**config.mk**
```make
export PLATFORM = sky130hd
export DESIGN_NAME = svfl_ctrl
export DESIGN_NICKNAME = d
export VERILOG_FILES = /design/src/rtl/core/svf_and_ladder_audio_filter_assert.svh /design/src/rtl/core/svfl_pkg.sv /design/src/rtl/core/svfl_ctrl.sv
export SDC_FILE = /design/constraint.sdc
export NUM_CORES = 1
export LEC_CHECK = 0
export BUFFER_PORTS_ARGS = -buffer_cell sky130_fd_sc_hd__clkbuf_2
export CORE_MARGIN = 3
export CORE_UTILIZATION = 35
export DETAILED_ROUTE_END_ITERATION = 7
export GPL_TIMING_DRIVEN = 1
export HOLD_SLACK_MARGIN = 0.03
export MAX_ROUTING_LAYER = met4
export SLEW_MARGIN = 20
export SYNTH_ARGS = -nofsm -noshare
export SYNTH_HDL_FRONTEND = slang
export SYNTH_SLANG_ARGS = --single-unit
export TNS_END_PERCENT = 20
```
**constraint.sdc**
```tcl
create_clock -name clk -period 5.1 [get_ports clk]
set_input_delay 0.765 -clock clk [delete_from_list [all_inputs] [get_ports clk]]
set_output_delay 0.765 -clock clk [all_outputs]
set_load 0.005 [all_outputs]
```
**src/rtl/core/svf_and_ladder_audio_filter_assert.svh**
```systemverilog
// Assertion macros for the audio filter.
`ifndef SVF_AND_LADDER_AUDIO_FILTER_ASSERT_SVH
`define SVF_AND_LADDER_AUDIO_FILTER_ASSERT_SVH

`define SVFL_ASSERT_NEXT(label, clk, rst_n, ante, cons, msg) \
	label: assert property (@(posedge clk) disable iff (!rst_n) (ante) |=> (cons)) \
		else $error(msg);

`define SVFL_ASSERT_SAME(label, clk, rst_n, ante, cons, msg) \
	label: assert property (@(posedge clk) disable iff (!rst_n) (ante) |-> (cons)) \
		else $error(msg);

`endif

```
**src/rtl/core/svfl_pkg.sv**
```systemverilog
`timescale 1ns / 1ps
`default_nettype none
package svfl_pkg;

	localparam int LADDER_STAGES = 4;
	localparam int STAGE_IW = $clog2(LADDER_STAGES);

	localparam logic [21:0] TANH_ONE = 22'h100000;
	localparam logic [24:0] TANH_LIMIT = 25'h300000;
	localparam logic [26:0] TANH_K27 = 27'd28311552;

	localparam logic [1:0] TAP_BAND = 2'd1;
	localparam logic [1:0] TAP_HIGH = 2'd2;

	typedef logic signed [23:0] q420_t;

	typedef enum logic [2:0] {
		REG_FILTER_TYPE,
		REG_RESPONSE_MODE,
		REG_SVF_COEF,
		REG_DAMPING,
		REG_LADDER_COEF,
		REG_RESONANCE
	} reg_index_t;

	typedef struct packed {
		logic        filter_type;
		logic [1:0]  response_mode;
		logic [14:0] svf_coef;
		logic [15:0] damping;
		logic [15:0] ladder_coef;
		logic [14:0] resonance;
	} cfg_t;

	typedef enum logic [4:0] {
		OP_NONE,
		OP_LOAD,
		OP_MUL_FB,
		OP_LP,
		OP_MUL_QB,
		OP_HI,
		OP_MUL_FH,
		OP_BP,
		OP_SVF_OUT,
		OP_MUL_R,
		OP_U,
		OP_TS_DRV,
		OP_TS_ST,
		OP_WR_DRV,
		OP_WR_A,
		OP_WR_B,
		OP_DIFF,
		OP_MUL_GD,
		OP_ST_UPD,
		OP_LAD_OUT
	} op_t;

	typedef struct packed {
		op_t                 op;
		logic [STAGE_IW-1:0] stage;
	} dp_cmd_t;

	typedef enum logic [4:0] {
		ST_IDLE,
		ST_S_FB,
		ST_S_LP,
		ST_S_QB,
		ST_S_HI,
		ST_S_FH,
		ST_S_BP,
		ST_S_OUT,
		ST_L_MULR,
		ST_L_U,
		ST_L_T0,
		ST_L_T0W,
		ST_L_TA,
		ST_L_TAW,
		ST_L_TB,
		ST_L_TBW,
		ST_L_DIFF,
		ST_L_MULG,
		ST_L_UPD,
		ST_L_OUT
	} ctrl_state_t;

	typedef enum logic [2:0] {
		T_IDLE,
		T_SQUARE,
		T_FRAC,
		T_DIV,
		T_DONE
	} tanh_state_t;

	// Arithmetic shift right by s with rounding to nearest, ties away from zero.
	function automatic logic signed [47:0] rshr(input logic signed [47:0] v,
			input int unsigned s);
		logic signed [47:0] half;
		half = 48'sd1 <<< (s - 1);
		return (v + half - $signed({47'd0, v[47]})) >>> s;
	endfunction

	function automatic q420_t sat24(input logic signed [47:0] v);
		if (v > 48'sd8388607) begin
			return 24'sh7FFFFF;
		end
		if (v < -48'sd8388608) begin
			return 24'sh800000;
		end
		return v[23:0];
	endfunction

	function automatic logic signed [15:0] sat16(input logic signed [47:0] v);
		if (v > 48'sd32767) begin
			return 16'sh7FFF;
		end
		if (v < -48'sd32768) begin
			return 16'sh8000;
		end
		return v[15:0];
	endfunction

endpackage
`default_nettype wire

```
**src/rtl/core/svfl_ctrl.sv**
```systemverilog
`timescale 1ns / 1ps
`default_nettype none
module svfl_ctrl
	import svfl_pkg::*;
(
	input  wire logic clk,
	input  wire logic arst_n,
	input  wire logic filter_type,
	input  wire logic in_valid,
	output logic      in_ready,
	output logic      out_valid,
	input  wire logic out_ready,
	input  wire logic tanh_done,
	output dp_cmd_t   cmd
);

	localparam logic [STAGE_IW-1:0] LAST = STAGE_IW'(LADDER_STAGES - 1);

	ctrl_state_t state_q, state_d;
	logic [STAGE_IW-1:0] k_q;
	logic out_valid_q;
	logic load_out, k_inc, k_clr, slot_free;

	always_ff @(posedge clk or negedge arst_n) begin
		if (!arst_n) begin
			state_q <= ST_IDLE;
			k_q <= '0;
			out_valid_q <= 1'b0;
		end else begin
			state_q <= state_d;
			if (k_clr) begin
				k_q <= '0;
			end else if (k_inc) begin
				k_q <= k_q + 1'b1;
			end
			if (load_out) begin
				out_valid_q <= 1'b1;
			end else if (out_ready) begin
				out_valid_q <= 1'b0;
			end
		end
	end

	always_comb begin
		state_d = state_q;
		cmd.op = OP_NONE;
		cmd.stage = k_q;
		in_ready = 1'b0;
		load_out = 1'b0;
		k_inc = 1'b0;
		k_clr = 1'b0;
		slot_free = !out_valid_q || out_ready;
		case (state_q)
			ST_IDLE: begin
				in_ready = 1'b1;
				if (in_valid) begin
					cmd.op = OP_LOAD;
					state_d = filter_type ? ST_L_MULR : ST_S_FB;
				end
			end
			ST_S_FB: begin
				cmd.op = OP_MUL_FB;
				state_d = ST_S_LP;
			end
			ST_S_LP: begin
				cmd.op = OP_LP;
				state_d = ST_S_QB;
			end
			ST_S_QB: begin
				cmd.op = OP_MUL_QB;
				state_d = ST_S_HI;
			end
			ST_S_HI: begin
				cmd.op = OP_HI;
				state_d = ST_S_FH;
			end
			ST_S_FH: begin
				cmd.op = OP_MUL_FH;
				state_d = ST_S_BP;
			end
			ST_S_BP: begin
				cmd.op = OP_BP;
				state_d = ST_S_OUT;
			end
			ST_S_OUT: begin
				if (slot_free) begin
					cmd.op = OP_SVF_OUT;
					load_out = 1'b1;
					state_d = ST_IDLE;
				end
			end
			ST_L_MULR: begin
				cmd.op = OP_MUL_R;
				state_d = ST_L_U;
			end
			ST_L_U: begin
				cmd.op = OP_U;
				state_d = ST_L_T0;
			end
			ST_L_T0: begin
				cmd.op = OP_TS_DRV;
				state_d = ST_L_T0W;
			end
			ST_L_T0W: begin
				if (tanh_done) begin
					cmd.op = OP_WR_DRV;
					k_clr = 1'b1;
					state_d = ST_L_TA;
				end
			end
			ST_L_TA: begin
				cmd.op = OP_TS_DRV;
				state_d = ST_L_TAW;
			end
			ST_L_TAW: begin
				if (tanh_done) begin
					cmd.op = OP_WR_A;
					state_d = ST_L_TB;
				end
			end
			ST_L_TB: begin
				cmd.op = OP_TS_ST;
				state_d = ST_L_TBW;
			end
			ST_L_TBW: begin
				if (tanh_done) begin
					cmd.op = OP_WR_B;
					state_d = ST_L_DIFF;
				end
			end
			ST_L_DIFF: begin
				cmd.op = OP_DIFF;
				state_d = ST_L_MULG;
			end
			ST_L_MULG: begin
				cmd.op = OP_MUL_GD;
				state_d = ST_L_UPD;
			end
			ST_L_UPD: begin
				cmd.op = OP_ST_UPD;
				if (k_q == LAST) begin
					state_d = ST_L_OUT;
				end else begin
					k_inc = 1'b1;
					state_d = ST_L_TA;
				end
			end
			ST_L_OUT: begin
				if (slot_free) begin
					cmd.op = OP_LAD_OUT;
					load_out = 1'b1;
					state_d = ST_IDLE;
				end
			end
			default: state_d = ST_IDLE;
		endcase
	end

	assign out_valid = out_valid_q;

endmodule
`default_nettype wire

```
== After elaboration in Yosys (flattened, before gate mapping) ==
Cells that the tools add are included.

* Add/subtract/negate cells: 1
* Equality and inequality tests: 25
* Multiplexer cells: 26
* Reductions and logical operators: 8

{| class="wikitable"
|+ Operators by type and width
! operator !! count
|-
| 5-bit one-hot mux with 19 select lines || 2
|-
| 5-bit by 4-bit == test with 1-bit output, second input constant || 8
|-
| 5-bit 2-to-1 mux || 7
|-
| 5-bit by 3-bit == test with 1-bit output, second input constant || 4
|-
| 5-bit == test, second input constant || 4
|-
| 4-bit 2-to-1 mux || 5
|-
| 5-bit by 2-bit == test with 1-bit output, second input constant || 2
|-
| 1-bit 2-to-1 mux || 10
|-
| 2-bit != test, second input constant || 4
|-
| 5-bit by 1-bit == test with 1-bit output, second input constant || 1
|-
| 5-bit zero test || 1
|-
| 5-bit AND reduction || 1
|-
| 2-bit 2-to-1 mux || 2
|-
| 2-bit nonzero test || 2
|-
| 2-bit OR reduction || 2
|-
| 2-bit by 1-bit adder with 2-bit output, second input constant || 1
|-
| 2-bit == test, second input constant || 1
|-
| 2-bit by 1-bit != test with 1-bit output, second input constant || 1
|-
| 1-bit zero test || 1
|-
| 1-bit logical OR || 1
|}

* Flip-flop bits (word level): 8
* Bits of input ports: 6

== Longest topological paths before layout ==
* Depth after elaboration: 5
* Depth in mapped cells: 6
* Mapped depth without buffers: 5

== Worst setup path after synthesis ==
OpenSTA, ideal clock, no wires.

* Path kind: register to output
* Start: register state_q[3]
* End: output cmd[4] (netlist bit)
* Arrival: 1.369 ns
* Path slack: 2.966 ns
* Cell stages (with the launch flop): 5
* Path buffers: 1
* Path through: dfrtp_1 > clkbuf_1 > inv_2 > mux2i_1 > a2111oi_0

{| class="wikitable"
|+ RTL lines
! what !! RTL line !! source
|-
| start, declared || svfl_ctrl.sv:19 || <nowiki>ctrl_state_t state_q, state_d;</nowiki>
|-
| start signal, assigned || svfl_ctrl.sv:30 || <nowiki>state_q <= state_d;</nowiki>
|-
| end, declared || svfl_ctrl.sv:14 || <nowiki>output dp_cmd_t cmd</nowiki>
|}

==> flow_metrics.env <==
export IMPL_slowest_delay_ns=0.76
export IMPL_synth_area_top_cells="dfrtp_1 (24%), nand2b_1 (5.4%), nor2_1 (5.0%)"
export IMPL_grt_pass1_wl_um=3350
export IMPL_drc=0
export IMPL_worst_r2r_cell_count=4
export IMPL_hp_class="in -> async"
export IMPL_layout_area_seq_um2=200
export IMPL_timing_rr_end="state_q[3]"
export IMPL_cp_startpoint="state_q[0]"
export IMPL_cts_root_buffer="clkbuf_4"
export IMPL_postSynthCellCount=101
export IMPL_antenna_found_initial=0
export IMPL_wl_met3_um=110
export IMPL_gr_usage_all_layers=0.162
export IMPL_layout_nets=118
export IMPL_finalMaxSlewViolations=0
export IMPL_initial_core_util=0.393
export IMPL_crit_arrival_ns=2.06
export IMPL_leakage_nw=0.375
export IMPL_dr_pass1_iters=4
export IMPL_fin_tns_setup_ns=0
export IMPL_clock_latency_ns=0.26
export IMPL_yosysTopAreaCellShare=0.245
export IMPL_clk_pin_slew_worst_paths_ns=0.05
export IMPL_grt_ovfl_total=0
export IMPL_routed_via_density=5.93
export IMPL_ys_warn_count=0
export IMPL_die_width_um=54.4
export IMPL_routedWlPerCell_um=14.2
export IMPL_p_int_w=0.000296
export IMPL_pwr_share_seq=0.333
export IMPL_synth_seq_cells=8
export IMPL_cp_depth=5
export IMPL_dp_hpwl_um=1390
export IMPL_dpl_instance_area_um2=875
export IMPL_final_layout_size_suffix_gt1_frac=0.275
export IMPL_grt_pass1_vias=717
export IMPL_synth_common_cells="nor2_1 (11), dfrtp_1 (8), nand2b_1 (7)"
export IMPL_end_kind="output pin"
export IMPL_finalHoldViolCount=0
export IMPL_finalCriticalPeriod_ns=2.82
export IMPL_ys_seq_area_frac=0.245
export IMPL_post_cts_buffers=0
export IMPL_cp_top_family="flip-flops"
export IMPL_worstMarginPinSlew_ns=0.681
export IMPL_post_synth_cell_area_avg_um2=8.10
export IMPL_ant_nets=0
export IMPL_slew_limit_headroom=0.546
export IMPL_tritoncts="built"
export IMPL_finalClockSkew_ns=0.000583
export IMPL_worst_r2r_startpoint="state_q[4]"
export IMPL_antennaDiodeCount=0
export IMPL_power_w=0.000608
export IMPL_wl_met1_um=905
export IMPL_grt_max_degree=20
export IMPL_power_switching_share=0.513
export IMPL_p_sw_w=0.000312
export IMPL_syn_num_nets=108
export IMPL_fp_coreArea_mm2=0.00208
export IMPL_synth_area_um2=818
export IMPL_rsz0062_at_grt="false"
export IMPL_async_reset_ff_frac=1.00
export IMPL_fin_crit_sh=0.553
export IMPL_worstSetupStartpointType="flip-flop"
export IMPL_dr_wl_met2_um=880
export IMPL_synth_top_area_cell="dfrtp_1"
export IMPL_final_area_um2=897
export IMPL_ir_worst_vdd_mv=0.257
export IMPL_power_frac_comb=0.586
export IMPL_io_buffers=14
export IMPL_yosysMostFrequentCell="nor2_1"
export IMPL_status="finished clean"
export IMPL_endpoint="cmd[5]"
export IMPL_dr_max_layer_used="met4"
export IMPL_drt_iter0_markers=24
export IMPL_numCtsBuffers=3
export IMPL_clkPwrFrac=0.080
export IMPL_dieArea_mm2=0.00295
export IMPL_multi_input_area_um2=556
export IMPL_synth_edf_count=0
export IMPL_drv_cap=0
export IMPL_cts_sinks=8
export IMPL_power_density_mw_per_mm2=678
export IMPL_syn2layout_area_growth_pct=9.63
export IMPL_worst_path_buf_inv=2
export IMPL_num_vias=807
export IMPL_path_cells="inv_1, or3_1, a32oi_1, nor2_1, clkbuf_2"
export IMPL_cp_max_fo=19
export IMPL_rows=16
export IMPL_place_congestion=0.824
export IMPL_synthFlopType="dfrtp_1"
export IMPL_path_class="reg -> out"
export IMPL_finalSetupViolCount=0
export IMPL_critical_path_required_ns=4.34
export IMPL_fmax_mhz=354
export IMPL_io_pins=15
export IMPL_fp_dieH_um=54.4
export IMPL_htree_levels=1
export IMPL_nFillCells=222
export IMPL_rrSetupSlack_ns=3.05
export IMPL_max_clock_path_buffers=2
export IMPL_cts_hold_buf=0
export IMPL_postRouteWirelength_um=1930
export IMPL_cp_slowest_cell="dfrtp_1"
export IMPL_synth_cell_types=47
export IMPL_cts_resized=0
## sequential cells by signal, indices dropped and copies added (netlist names)
register and count:
state_q 5, k_q 2, out_valid 1
## cells by family after synthesis
| kind of cell | Yosys count | share of synthesized area |
|---|---|---|
| buf+inv | 13 | 0.0764 |
| fa+ha+maj | 1 | 0.0153 |
| simple gates | 41 | 0.312 |
| mux | 2 | 0.0245 |
| xor+xnor | 3 | 0.0413 |
| flops | 8 | 0.245 |
| compound gates | 33 | 0.286 |
## cell type report
class                           count  area share
Inverter                            4      0.0167
Clock buffer                        3      0.0251
Multi-Input combinational cell     80       0.619
Tap cell                           27      0.0377
Sequential cell                     8       0.223
Timing Repair Buffer               14      0.0781
## worst reg2reg max path: stages, from the launching register on
cell and delay [ns]:
dfrtp_1 0.72, or2b_1 0.31, nor4_2 0.10, or3_4 0.43, o32ai_1 0.37
## through the flow
stage / setup slack (ns) / util / std cells / hold slack [ns]
floorplan: 2.97 / - / 101 / 0.469
global placement: 2.64 / 0.420 / 133 / 0.536
detailed placement: 2.60 / 0.420 / 133 / 0.560
CTS: 2.32 / 0.431 / 136 / 0.348
global route: 2.11 / 0.431 / 136 / 0.348
finish: 2.28 / 0.431 / 136 / 0.347
## metal layers
layer,up-vias,track usage
met5,-,-
met4,0,0.0539
met3,4,0.0490
met2,29,0.215
met1,379,0.229
li1,395,-
## cell usage in the layout (no fill, tap or decap), types with 3 or more instances in the layout
| cell type | Yosys | layout |
|---|---|---|
| a21oi_1 | 4 | 4 |
| nand2b_1 | 7 | 7 |
| nand2_1 | 6 | 6 |
| o21ai_0 | 5 | 5 |
| clkbuf_2 | 0 | 14 |
| clkbuf_4 | 0 | 3 |
| dfrtp_1 | 8 | 8 |
| nor2_1 | 11 | 11 |
| inv_1 | 3 | 3 |
| o31ai_1 | 4 | 4 |
## worst min path at each step
stage	startpoint	to	slack, ns	depth (start not counted)
final	arst_n	k_q[0]	0.35	1
after CTS	arst_n	state_q[4]	0.35	1
after detailed placement	k_q[1]	k_q[1]	0.56	2
after global routing	arst_n	k_q[0]	0.35	1
after global placement	k_q[1]	k_q[1]	0.54	2
after floorplan	arst_n	k_q[0]	0.47	0
## power by group through the flow
stage	combinational, W	clock (W)	sequential (W)
3_5_place_dp	0.000357	0	0.000200
3_3_place_gp	0.000351	0	0.000201
4_1_cts	0.000358	0.0000506	0.000200
5_1_grt	0.000406	0.0000558	0.000216
2_1_floorplan	0.000353	0	0.000112
6_report	0.000356	0.0000489	0.000203
No activity file was read; power rests on OpenSTA's default activity.
