--- config.mk ---
export PLATFORM = sky130hd
export DESIGN_NAME = svfl_datapath
export DESIGN_NICKNAME = d
export VERILOG_FILES = /design/src/rtl/core/svf_and_ladder_audio_filter_assert.svh /design/src/rtl/core/svfl_pkg.sv /design/src/rtl/core/svfl_tanh.sv /design/src/rtl/core/svfl_datapath.sv
export SDC_FILE = /design/constraint.sdc
export NUM_CORES = 2
export LEC_CHECK = 0
export ABC_AREA = 1
export BUFFER_PORTS_ARGS = -buffer_cell sky130_fd_sc_hd__buf_4
export CAP_MARGIN = 10
export CORE_ASPECT_RATIO = 1.75
export CORE_UTILIZATION = 45
export CTS_BUF_LIST = sky130_fd_sc_hd__clkbuf_16
export DETAILED_ROUTE_END_ITERATION = 8
export HOLD_SLACK_MARGIN = 0.02
export SYNTH_ARGS = -nofsm -noshare
export SYNTH_HDL_FRONTEND = slang
export SYNTH_SLANG_ARGS = --single-unit
--- constraint.sdc ---
create_clock -name clk -period 15.2 [get_ports clk]
set_clock_uncertainty 0.15 [all_clocks]
set_input_delay 2.28 -clock clk [delete_from_list [all_inputs] [get_ports clk]]
set_output_delay 2.28 -clock clk [all_outputs]
set_load 0.1 [all_outputs]
--- src/rtl/core/svf_and_ladder_audio_filter_assert.svh ---
// Assertion macros for the audio filter.
`ifndef SVF_AND_LADDER_AUDIO_FILTER_ASSERT_SVH
`define SVF_AND_LADDER_AUDIO_FILTER_ASSERT_SVH

`define SVFL_ASSERT_NEXT(label, clk, rst_n, ante, cons, msg) \
	label: assert property (@(posedge clk) disable iff (!rst_n) (ante) |=> (cons)) \
		else $error(msg);

`define SVFL_ASSERT_SAME(label, clk, rst_n, ante, cons, msg) \
	label: assert property (@(posedge clk) disable iff (!rst_n) (ante) |-> (cons)) \
		else $error(msg);

`endif

--- src/rtl/core/svfl_pkg.sv ---
`timescale 1ns / 1ps
`default_nettype none
package svfl_pkg;

	localparam int LADDER_STAGES = 4;
	localparam int STAGE_IW = $clog2(LADDER_STAGES);

	localparam logic [21:0] TANH_ONE = 22'h100000;
	localparam logic [24:0] TANH_LIMIT = 25'h300000;
	localparam logic [26:0] TANH_K27 = 27'd28311552;

	localparam logic [1:0] TAP_BAND = 2'd1;
	localparam logic [1:0] TAP_HIGH = 2'd2;

	typedef logic signed [23:0] q420_t;

	typedef enum logic [2:0] {
		REG_FILTER_TYPE,
		REG_RESPONSE_MODE,
		REG_SVF_COEF,
		REG_DAMPING,
		REG_LADDER_COEF,
		REG_RESONANCE
	} reg_index_t;

	typedef struct packed {
		logic        filter_type;
		logic [1:0]  response_mode;
		logic [14:0] svf_coef;
		logic [15:0] damping;
		logic [15:0] ladder_coef;
		logic [14:0] resonance;
	} cfg_t;

	typedef enum logic [4:0] {
		OP_NONE,
		OP_LOAD,
		OP_MUL_FB,
		OP_LP,
		OP_MUL_QB,
		OP_HI,
		OP_MUL_FH,
		OP_BP,
		OP_SVF_OUT,
		OP_MUL_R,
		OP_U,
		OP_TS_DRV,
		OP_TS_ST,
		OP_WR_DRV,
		OP_WR_A,
		OP_WR_B,
		OP_DIFF,
		OP_MUL_GD,
		OP_ST_UPD,
		OP_LAD_OUT
	} op_t;

	typedef struct packed {
		op_t                 op;
		logic [STAGE_IW-1:0] stage;
	} dp_cmd_t;

	typedef enum logic [4:0] {
		ST_IDLE,
		ST_S_FB,
		ST_S_LP,
		ST_S_QB,
		ST_S_HI,
		ST_S_FH,
		ST_S_BP,
		ST_S_OUT,
		ST_L_MULR,
		ST_L_U,
		ST_L_T0,
		ST_L_T0W,
		ST_L_TA,
		ST_L_TAW,
		ST_L_TB,
		ST_L_TBW,
		ST_L_DIFF,
		ST_L_MULG,
		ST_L_UPD,
		ST_L_OUT
	} ctrl_state_t;

	typedef enum logic [2:0] {
		T_IDLE,
		T_SQUARE,
		T_FRAC,
		T_DIV,
		T_DONE
	} tanh_state_t;

	// Arithmetic shift right by s with rounding to nearest, ties away from zero.
	function automatic logic signed [47:0] rshr(input logic signed [47:0] v,
			input int unsigned s);
		logic signed [47:0] half;
		half = 48'sd1 <<< (s - 1);
		return (v + half - $signed({47'd0, v[47]})) >>> s;
	endfunction

	function automatic q420_t sat24(input logic signed [47:0] v);
		if (v > 48'sd8388607) begin
			return 24'sh7FFFFF;
		end
		if (v < -48'sd8388608) begin
			return 24'sh800000;
		end
		return v[23:0];
	endfunction

	function automatic logic signed [15:0] sat16(input logic signed [47:0] v);
		if (v > 48'sd32767) begin
			return 16'sh7FFF;
		end
		if (v < -48'sd32768) begin
			return 16'sh8000;
		end
		return v[15:0];
	endfunction

endpackage
`default_nettype wire

--- src/rtl/core/svfl_tanh.sv ---
`timescale 1ns / 1ps
`default_nettype none
module svfl_tanh
	import svfl_pkg::*;
(
	input  wire logic               clk,
	input  wire logic               arst_n,
	input  wire logic               start,
	input  wire logic signed [24:0] operand,
	output logic                    done,
	output logic signed [21:0]      result
);

	tanh_state_t state_q, state_d;

	logic        neg_q, clamp_q;
	logic [21:0] a_q;
	logic [23:0] a2_q;
	logic [26:0] den_q;
	logic [26:0] rem_q;
	logic [21:0] n_q;
	logic [21:0] quo_q;
	logic [4:0]  cnt_q;

	logic [24:0] abs_v;
	logic [43:0] sq;
	logic [44:0] sq_rnd;
	logic [26:0] den_v;
	logic [47:0] num_v;
	logic [47:0] nsum;
	logic [27:0] trial;
	logic        ge;

	always_ff @(posedge clk or negedge arst_n) begin
		if (!arst_n) begin
			state_q <= T_IDLE;
		end else begin
			state_q <= state_d;
		end
	end

	always_comb begin
		state_d = state_q;
		done = 1'b0;
		case (state_q)
			T_IDLE: begin
				if (start) begin
					state_d = T_SQUARE;
				end
			end
			T_SQUARE: state_d = T_FRAC;
			T_FRAC: state_d = T_DIV;
			T_DIV: begin
				if (cnt_q == 5'd21) begin
					state_d = T_DONE;
				end
			end
			T_DONE: begin
				done = 1'b1;
				state_d = T_IDLE;
			end
			default: state_d = T_IDLE;
		endcase
	end

	always_comb begin
		abs_v = operand[24] ? 25'(-operand) : 25'(operand);
		sq = 44'(a_q) * 44'(a_q);
		sq_rnd = 45'(sq) + 45'h80000;
		den_v = TANH_K27 + 27'({a2_q, 3'b000}) + 27'(a2_q);
		num_v = 48'(a_q) * 48'(TANH_K27 + 27'(a2_q));
		nsum = num_v + 48'(den_v[26:1]);
		trial = {rem_q, n_q[21]};
		ge = trial >= {1'b0, den_q};
	end

	always_ff @(posedge clk) begin
		case (state_q)
			T_IDLE: begin
				if (start) begin
					neg_q <= operand[24];
					clamp_q <= abs_v >= TANH_LIMIT;
					a_q <= abs_v[21:0];
				end
			end
			T_SQUARE: a2_q <= sq_rnd[43:20];
			T_FRAC: begin
				den_q <= den_v;
				rem_q <= {1'b0, nsum[47:22]};
				n_q <= nsum[21:0];
				cnt_q <= 5'd0;
			end
			T_DIV: begin
				rem_q <= ge ? 27'(trial - {1'b0, den_q}) : trial[26:0];
				n_q <= {n_q[20:0], 1'b0};
				quo_q <= {quo_q[20:0], ge};
				cnt_q <= cnt_q + 5'd1;
			end
			default: begin
			end
		endcase
	end

	always_comb begin
		if (clamp_q) begin
			result = neg_q ? $signed(-TANH_ONE) : $signed(TANH_ONE);
		end else begin
			result = neg_q ? $signed(-quo_q) : $signed(quo_q);
		end
	end

endmodule
`default_nettype wire

--- src/rtl/core/svfl_datapath.sv ---
`timescale 1ns / 1ps
`default_nettype none
module svfl_datapath
	import svfl_pkg::*;
(
	input  wire logic               clk,
	input  wire logic               arst_n,
	input  wire cfg_t               cfg,
	input  wire dp_cmd_t            cmd,
	input  wire logic signed [15:0] sample_in,
	output logic                    tanh_done,
	output logic signed [15:0]      sample_out
);

	localparam logic [STAGE_IW-1:0] LAST = STAGE_IW'(LADDER_STAGES - 1);

	q420_t lp_q, bp_q, hi_q;
	q420_t st_q [LADDER_STAGES];
	logic signed [20:0] x_q;
	logic signed [24:0] drv_q;
	logic signed [21:0] ta_q, tb_q;
	logic signed [22:0] d_q;
	logic signed [40:0] prod_q;
	logic signed [15:0] y_q;

	logic signed [40:0] mul_a, mul_b;
	logic               tanh_start;
	logic signed [24:0] tanh_operand;
	logic signed [21:0] tanh_result;
	q420_t              st_new;
	q420_t              tap;

	svfl_tanh u_tanh (
		.clk     (clk),
		.arst_n  (arst_n),
		.start   (tanh_start),
		.operand (tanh_operand),
		.done    (tanh_done),
		.result  (tanh_result)
	);

	always_comb begin
		mul_a = 41'(bp_q);
		mul_b = 41'($signed({1'b0, cfg.svf_coef}));
		case (cmd.op)
			OP_MUL_QB: mul_b = 41'($signed({1'b0, cfg.damping}));
			OP_MUL_FH: mul_a = 41'(hi_q);
			OP_MUL_R: begin
				mul_a = 41'(st_q[LAST]);
				mul_b = 41'($signed({1'b0, cfg.resonance}));
			end
			OP_MUL_GD: begin
				mul_a = 41'(d_q);
				mul_b = 41'($signed({1'b0, cfg.ladder_coef}));
			end
			default: begin
			end
		endcase
		tanh_start = (cmd.op == OP_TS_DRV) || (cmd.op == OP_TS_ST);
		tanh_operand = (cmd.op == OP_TS_ST) ? 25'(st_q[cmd.stage]) : drv_q;
		st_new = sat24(48'(st_q[cmd.stage]) + rshr(48'(prod_q), 16));
		case (cfg.response_mode)
			TAP_BAND: tap = bp_q;
			TAP_HIGH: tap = hi_q;
			default: tap = lp_q;
		endcase
	end

	always_ff @(posedge clk or negedge arst_n) begin
		if (!arst_n) begin
			lp_q <= '0;
			bp_q <= '0;
			for (int i = 0; i < LADDER_STAGES; i++) begin
				st_q[i] <= '0;
			end
		end else begin
			case (cmd.op)
				OP_LP: lp_q <= sat24(48'(lp_q) + rshr(48'(prod_q), 14));
				OP_BP: bp_q <= sat24(48'(bp_q) + rshr(48'(prod_q), 14));
				OP_ST_UPD: st_q[cmd.stage] <= st_new;
				default: begin
				end
			endcase
		end
	end

	always_ff @(posedge clk) begin
		case (cmd.op)
			OP_LOAD: x_q <= {sample_in, 5'b00000};
			OP_MUL_FB, OP_MUL_QB, OP_MUL_FH, OP_MUL_R, OP_MUL_GD: prod_q <= mul_a * mul_b;
			OP_HI: hi_q <= sat24(48'(x_q) - 48'(lp_q) - rshr(48'(prod_q), 12));
			OP_SVF_OUT: y_q <= sat16(rshr(48'(tap), 5));
			OP_U: drv_q <= 25'(48'(x_q) - rshr(48'(prod_q), 15));
			OP_WR_DRV: drv_q <= 25'(tanh_result);
			OP_WR_A: ta_q <= tanh_result;
			OP_WR_B: tb_q <= tanh_result;
			OP_DIFF: d_q <= 23'(ta_q) - 23'(tb_q);
			OP_ST_UPD: drv_q <= 25'(st_new);
			OP_LAD_OUT: y_q <= sat16(rshr(48'(st_q[LAST]), 5));
			default: begin
			end
		endcase
	end

	assign sample_out = y_q;

endmodule
`default_nettype wire

== Word-level counts from Yosys, hierarchy flattened ==
Cells that the tools add are included.
Widths: inputs -> output; s select.

* Register bits: 487
* Bits of input ports: 90
* Output and inout bits: 17
* Word-level logic and storage cells: 185

* Add/subtract/negate cells: 28
* Multiply operators: 3
* Order comparisons: 16
* Equality and inequality tests: 28
* Multiplexer cells: 76
* Bitwise operators: 1
* Reduce and logical (&&, ||, !) cells: 9

{| class="wikitable"
|+ Operators with widths
! operator !! count
|-
| $mux 24 || 19
|-
| $sub 42x2->43 || 3
|-
| $mux 16 || 8
|-
| $pmux 41 s3 || 1
|-
| $bwmux 96 || 1
|-
| $pmux 25 s3 || 1
|-
| $mux 22 || 3
|-
| $add 24x29->30 || 2
|-
| $gt 30x24->1 const B || 2
|-
| $lt 30x24->1 const B || 2
|-
| $pmux 27 s2 || 1
|-
| $sub 25x2->26 || 2
|-
| $add 24x6->25 const B || 2
|-
| $mux 25 || 2
|-
| $add 48x26->48 || 1
|-
| $bmux 24 s2 || 1
|-
| $demux 24 s2 || 1
|-
| $mul 22x48->48 || 1
|-
| $pmux 16 s3 || 1
|-
| $pmux 24 s2 || 1
|-
| $add 44x20->44 const B || 1
|-
| $mul 22x22->44 || 1
|-
| $pmux 22 s2 || 1
|-
| $add 41x13->42 const B || 1
|-
| 53 further kinds || 102
|}

== Longest topological paths before layout ==
* Word-level depth: 12
* Depth in mapped cells: 38
* Depth with buffers taken out: 37

== By module ==
A second synthesis with hierarchy kept.

* Cell total of the unflattened synthesis: 12588
* Area, all modules: 92872.8 um^2

{| class="wikitable"
|+ By module, submodules not included
! module !! instances !! cells an instance !! area each (um^2) !! seq. area each (um^2)
|-
| svfl_datapath || 1 || 6486 || 46802.4 || 9278.9
|-
| svfl_tanh || 1 || 6102 || 46070.4 || 4609.4
|}

== Worst setup path after synthesis ==
OpenSTA, ideal clock, no wires.

* Kind: input to register
* Start point: in cmd[5] (netlist name)
* End point: reg prod_q[40] (data pin)
* Library setup time: 261 ps
* Arrival: 8795 ps
* Required time: 14789 ps
* Slack: 5994 ps
* Cell stages on the path: 32
* Path buffers: 3
* Path through: nor2_1 -> inv_2 -> nor2_2 -> inv_2 -> nor2_4 -> buf_4 -> buf_2 -> nand2_1 -> o2111ai_1 -> o21ai_1 -> buf_2 -> inv_1 -> nand2_1 -> fa_1 -> inv_1 -> fa_1 -> fa_1 -> fa_1 -> fa_1 -> inv_1 -> fa_1 -> inv_1 -> ha_1 -> nand2_1 -> nor2_1 -> inv_1 -> nor4_1 -> o21ai_0 -> nand3_1 -> nand2_1 -> nand2_1 -> xor2_1

* Cells in the longest elaborated chain, start to end: 3
* Elaborated cells between the ends (all ways): 7
* Those cells by class: mul: 1; eq/ne: 4; mux: 2

{| class="wikitable"
|+ RTL lines
! item !! line !! RTL
|-
| start: declaration || svfl_datapath.sv:9 || <nowiki>input wire dp_cmd_t cmd,</nowiki>
|-
| $eq 5x5->1, or another cell as far along || svfl_datapath.sv:45 || <nowiki>case (cmd.op)</nowiki>
|-
| $pmux 41 s3 / $pmux 16 s3 (equally long branches) || svfl_datapath.sv:45 ||
|-
| $mul 41x41->41 (*) || svfl_datapath.sv:90 || <nowiki>OP_MUL_FB, OP_MUL_QB, OP_MUL_FH, OP_MUL_R, OP_MUL_GD: prod_q <= mul_a * mul_b;</nowiki>
|-
| end signal: assignment || svfl_datapath.sv:90 ||
|-
| end: declaration || svfl_datapath.sv:23 || <nowiki>logic signed [40:0] prod_q;</nowiki>
|}

Every way passes the cells marked *; elsewhere a longest branch is shown, timed or not.
A chain may end at the register's enable or synchronous reset.

== Final worst setup path ==
* Start point: in cmd[2] (netlist name)
* End point: reg prod_q[40] (data pin)

The elaborated chain is that of the path after synthesis.

==> run summary <==
The largest stage delay on the critical path came out at 1.03 ns. The nature of the critical path startpoint is an input pin. For the pin with the worst max-slew slack, the measured transition is 1.31 ns.

The net count reported at finish is 14000. The final estimated routing congestion in global placement came out at 1.09. The relative max-transition margin is 12.2%.

The mean number of vias per cell is 5.43. The clock sink count came out at 487. The buffer depth of the longest clock path came out at 3. The root buffer cell is clkbuf_16. The routed layout has 78800 vias. Input and output buffers added on the ports amount to 105.

Clock-pin slew was measured on the worst setup and hold paths at 0.08 ns. The peak clock frequency supported by timing came out at 84.2 MHz. The startpoint identified for the worst register-to-register timing path is u_tanh.a2_q[20].

The initial cell density of the core came out at 45.4%. After synthesis the netlist holds a flip-flop and latch count of 487. The worst setup path is captured at a flop. For the worst flop-to-flop path, the logic depth is 30. For this run, asynchronously set or reset flops after synthesis account for 30.2%. The first global-routing pass estimated 494000 µm of wire. The die span in x is 341 µm. The largest driver fanout on the critical path came out at 45. Of the cells placed in the final design, the portion with a size suffix greater than 1 is 4.06%.

After clock tree synthesis, the repair step resized 0 gates. The number of global-route vias before repair came out at 83200. The final routed wirelength across all metal layers came out at 329000 µm. In the final routed layout, each cell accounts on average for 22.7 µm. The class of the tightest hold or removal check is flop to flop. The synthesized area per cell is 7.61 µm². The die outline area came out at 203000 µm². The initial antenna violation count was 8. In this run the critical register-to-register path is captured at u_tanh.rem_q[5]. The final antenna-violating net count came out at 0. The Yosys step of the flow raised 0 warnings.

The arrival time reported for the critical path endpoint is 12.15 ns. In the finished design, the share of the clock period the worst path needs comes to 78.1%. The pin count of the biggest net entering global routing came out at 67.

The hold violation count in the final report came out at 0. In this run, synthesis inferred 340 flip-flops with an integrated enable. Setup repair after global routing left no endpoint under its margin. The clock latency on the worst-skew pair came out at 0.71 ns. The kind of critical path is input pin to flop. The detailed router finished its first iteration with 5203 violations. The floorplan has 217 rows.

The detailed-router iteration count before antenna repair is 8. The residual overflow from global routing came out at 0. The total of max-cap violations is 0.

The number of hold-repair buffers added at the cts stage is 0. The setup violation total in the final timing report came out at 0. 107 I/O pins were placed. The area added between synthesis and finish came out at 5.77%. The path with the worst hold slack has its endpoint at st_q[94]. The cell area that synthesis handed to floorplanning was 90600 µm². The run finished with clean final reports.

The slack of the worst reg-to-reg path is 5.91 ns. The pre-CTS setup slack came out at 2.89 ns. The number of instances in the synthesized netlist is 11900. In this run the standard cell core region covers 200000 µm². Counting every net in the synthesized netlist gives 14000. Buffers added to address setup during post-CTS repair amount to 0. At the worst endpoint, the required time is 15.48 ns.

Yosys mapped the design onto 72 distinct sky130hd cell types. The time the worst path needs with I/O delays and setup is 11.88 ns. In the final timing run, aggregate negative setup slack is 0 ns. The overall die height is 596 µm. The sequential cell area fraction in the yosys report is 15.3%. Among cell families on the critical path, the largest total delay comes from adder cells. Across every metal layer, demand over resource in global routing totals 32.6%. The dominant register cell in the synthesized netlist is edfxtp_1. The hold-critical path depth came out at 2.

The count of final max-slew check failures is 0. The library cell contributing the largest single delay on the critical path is nor4_1. The total CTS buffers is 51. The number of buffers and inverters on the critical path came out at 10. The clock tree synthesis step divided the H-tree into 2 levels.

The final worst-path setup slack is 3.32 ns. TritonCTS built the clock tree. The detailed placer's ending HPWL came out at 275000 µm. In the routed design, unresolved DRC markers number 0. The critical hold path startpoint is st_q[94].
==> synth_stat cells, types with 22 or more instances <==
| library cell | n | area (µm²) |
|---|---|---|
| o21bai_1 | 41 | 308 |
| buf_2 | 73 | 365 |
| a21oi_1 | 628 | 3140 |
| nand4_1 | 73 | 457 |
| xnor2_1 | 127 | 1110 |
| xor2_1 | 279 | 2440 |
| inv_2 | 23 | 86.3 |
| clkbuf_1 | 153 | 574 |
| o21ai_0 | 416 | 2080 |
| inv_1 | 2745 | 10300 |
| o21ai_1 | 43 | 215 |
| o21a_1 | 25 | 188 |
| fa_1 | 1260 | 25200 |
| nand3_1 | 298 | 1490 |
| a21o_1 | 68 | 510 |
| nor3_1 | 83 | 415 |
| nand2_1 | 2884 | 10800 |
| buf_1 | 79 | 297 |
| dfrtp_1 | 147 | 3680 |
| a21boi_0 | 27 | 203 |
| a22oi_1 | 26 | 195 |
| o2111ai_1 | 30 | 263 |
| o21ai_2 | 27 | 236 |
| a21boi_1 | 24 | 180 |
| edfxtp_1 | 340 | 10200 |
| or2_2 | 39 | 244 |
| nor2_1 | 848 | 3180 |
| o211ai_1 | 22 | 165 |
| ha_1 | 784 | 9810 |
| a31oi_1 | 68 | 425 |
| nor4_1 | 33 | 206 |
==> per-layer routing <==
layer | wire [µm] | up-vias | global-route usage (%)
met1 | 110000 | 38500 | 33.0
met2 | 166000 | 2889 | 58.0
met4 | 35600 | 12 | 29.3
met3 | 17600 | 1140 | 4.54
li1 | - | 36300 | -
met5 | 92 | - | 0
==> registers in the layout, indices dropped and copies added, names as in the netlist <==
name            cells
drv_q              25
u_tanh.state_q      3
u_tanh.den_q       27
tb_q               22
u_tanh.a_q         22
lp_q               24
u_tanh.n_q         22
st_q               96
u_tanh.clamp_q      1
ta_q               22
u_tanh.neg_q        1
u_tanh.a2_q        24
u_tanh.quo_q       22
d_q                23
x_q                16
prod_q             41
bp_q               24
sample_out         16
u_tanh.cnt_q        5
u_tanh.rem_q       27
hi_q               24
==> logic make-up (layout without fill, tap and decap cells) <==
kind of cell	count (synthesis)	after routing	synth area share [%]
other	0	2	0
xor gates and xnor gates	406	406	3.92
and+or+nand+nor	4342	4342	19.3
adders and majority gates	2044	2044	38.7
buffers and inverters	3112	3091	13.2
DFF	487	487	15.3
AOI/OAI and AO/OA	1513	1513	9.67
==> final cells by class <==
cell class | instances | area, µm²
Inverter | 2778 | 10400
Sequential cell | 487 | 13900
Clock inverter | 41 | 364
Antenna cell | 2 | 5.00
Fill cell | 20300 | 104000
Multi-Input combinational cell | 8305 | 64900
Tap cell | 2628 | 3290
Clock buffer | 52 | 1300
Timing Repair Buffer | 220 | 1660
==> per-stage QoR <==
stage / instances / cell area [µm²] / hold slack, ns / utilization (%)
4_1_cts: 14500 / 95800 / 0.333 / 47.9
3_5_place_dp: 14400 / 94200 / 0.315 / 47.1
2_1_floorplan: 11900 / 90600 / 0.299 / -
6_report: 14500 / 95900 / 0.332 / 48.0
5_1_grt: 14500 / 95900 / 0.345 / 48.0
3_3_place_gp: 14400 / 94200 / 0.311 / 47.1
==> worst max path at each step <==
stage	startpoint	cells past startpoint	endpoint
6_report	cmd[2]	31	prod_q[40]
3_3_place_gp	cmd[5]	32	prod_q[40]
4_1_cts	cmd[2]	31	prod_q[40]
5_1_grt	cmd[2]	31	prod_q[40]
2_1_floorplan	cmd[5]	32	prod_q[40]
3_5_place_dp	cmd[2]	31	prod_q[40]
==> layout by cell type (no fill, tap or decap), drive strengths merged, types with 10 or more instances in the layout <==
master | Yosys | layout
nand2 | 2904 | 2904
inv | 2769 | 2783
fa | 1260 | 1260
nor2 | 870 | 870
ha | 784 | 784
a21oi | 633 | 633
o21ai | 486 | 486
edfxtp | 340 | 340
nand3 | 304 | 304
xor2 | 279 | 279
buf | 181 | 220
dfrtp | 147 | 147
xnor2 | 127 | 127
nor3 | 85 | 85
nand4 | 73 | 73
a31oi | 69 | 69
a21o | 68 | 68
clkbuf | 153 | 52
a21boi | 51 | 51
or2 | 43 | 43
o21bai | 42 | 42
o2111ai | 34 | 34
nor4 | 33 | 33
a22oi | 31 | 31
o21a | 25 | 25
clkinv | 9 | 25
o211ai | 22 | 22
nand3b | 16 | 16
a211oi | 14 | 14
o221ai | 10 | 10
==> worst register-to-register path: cells and delay by family, from the launching register on <==
family / cells / cell delay (ns)
adder cells (fa/ha/maj): 9 / 4.23
AO/OA/AOI/OAI: 4 / 1.51
buffers and inverters: 10 / 1.34
flip-flops: 1 / 0.62
AND/OR/NAND/NOR: 7 / 1.12
Power is not shown: default switching activity piles up to over one toggle a cycle in this logic, so the estimate is an artifact.
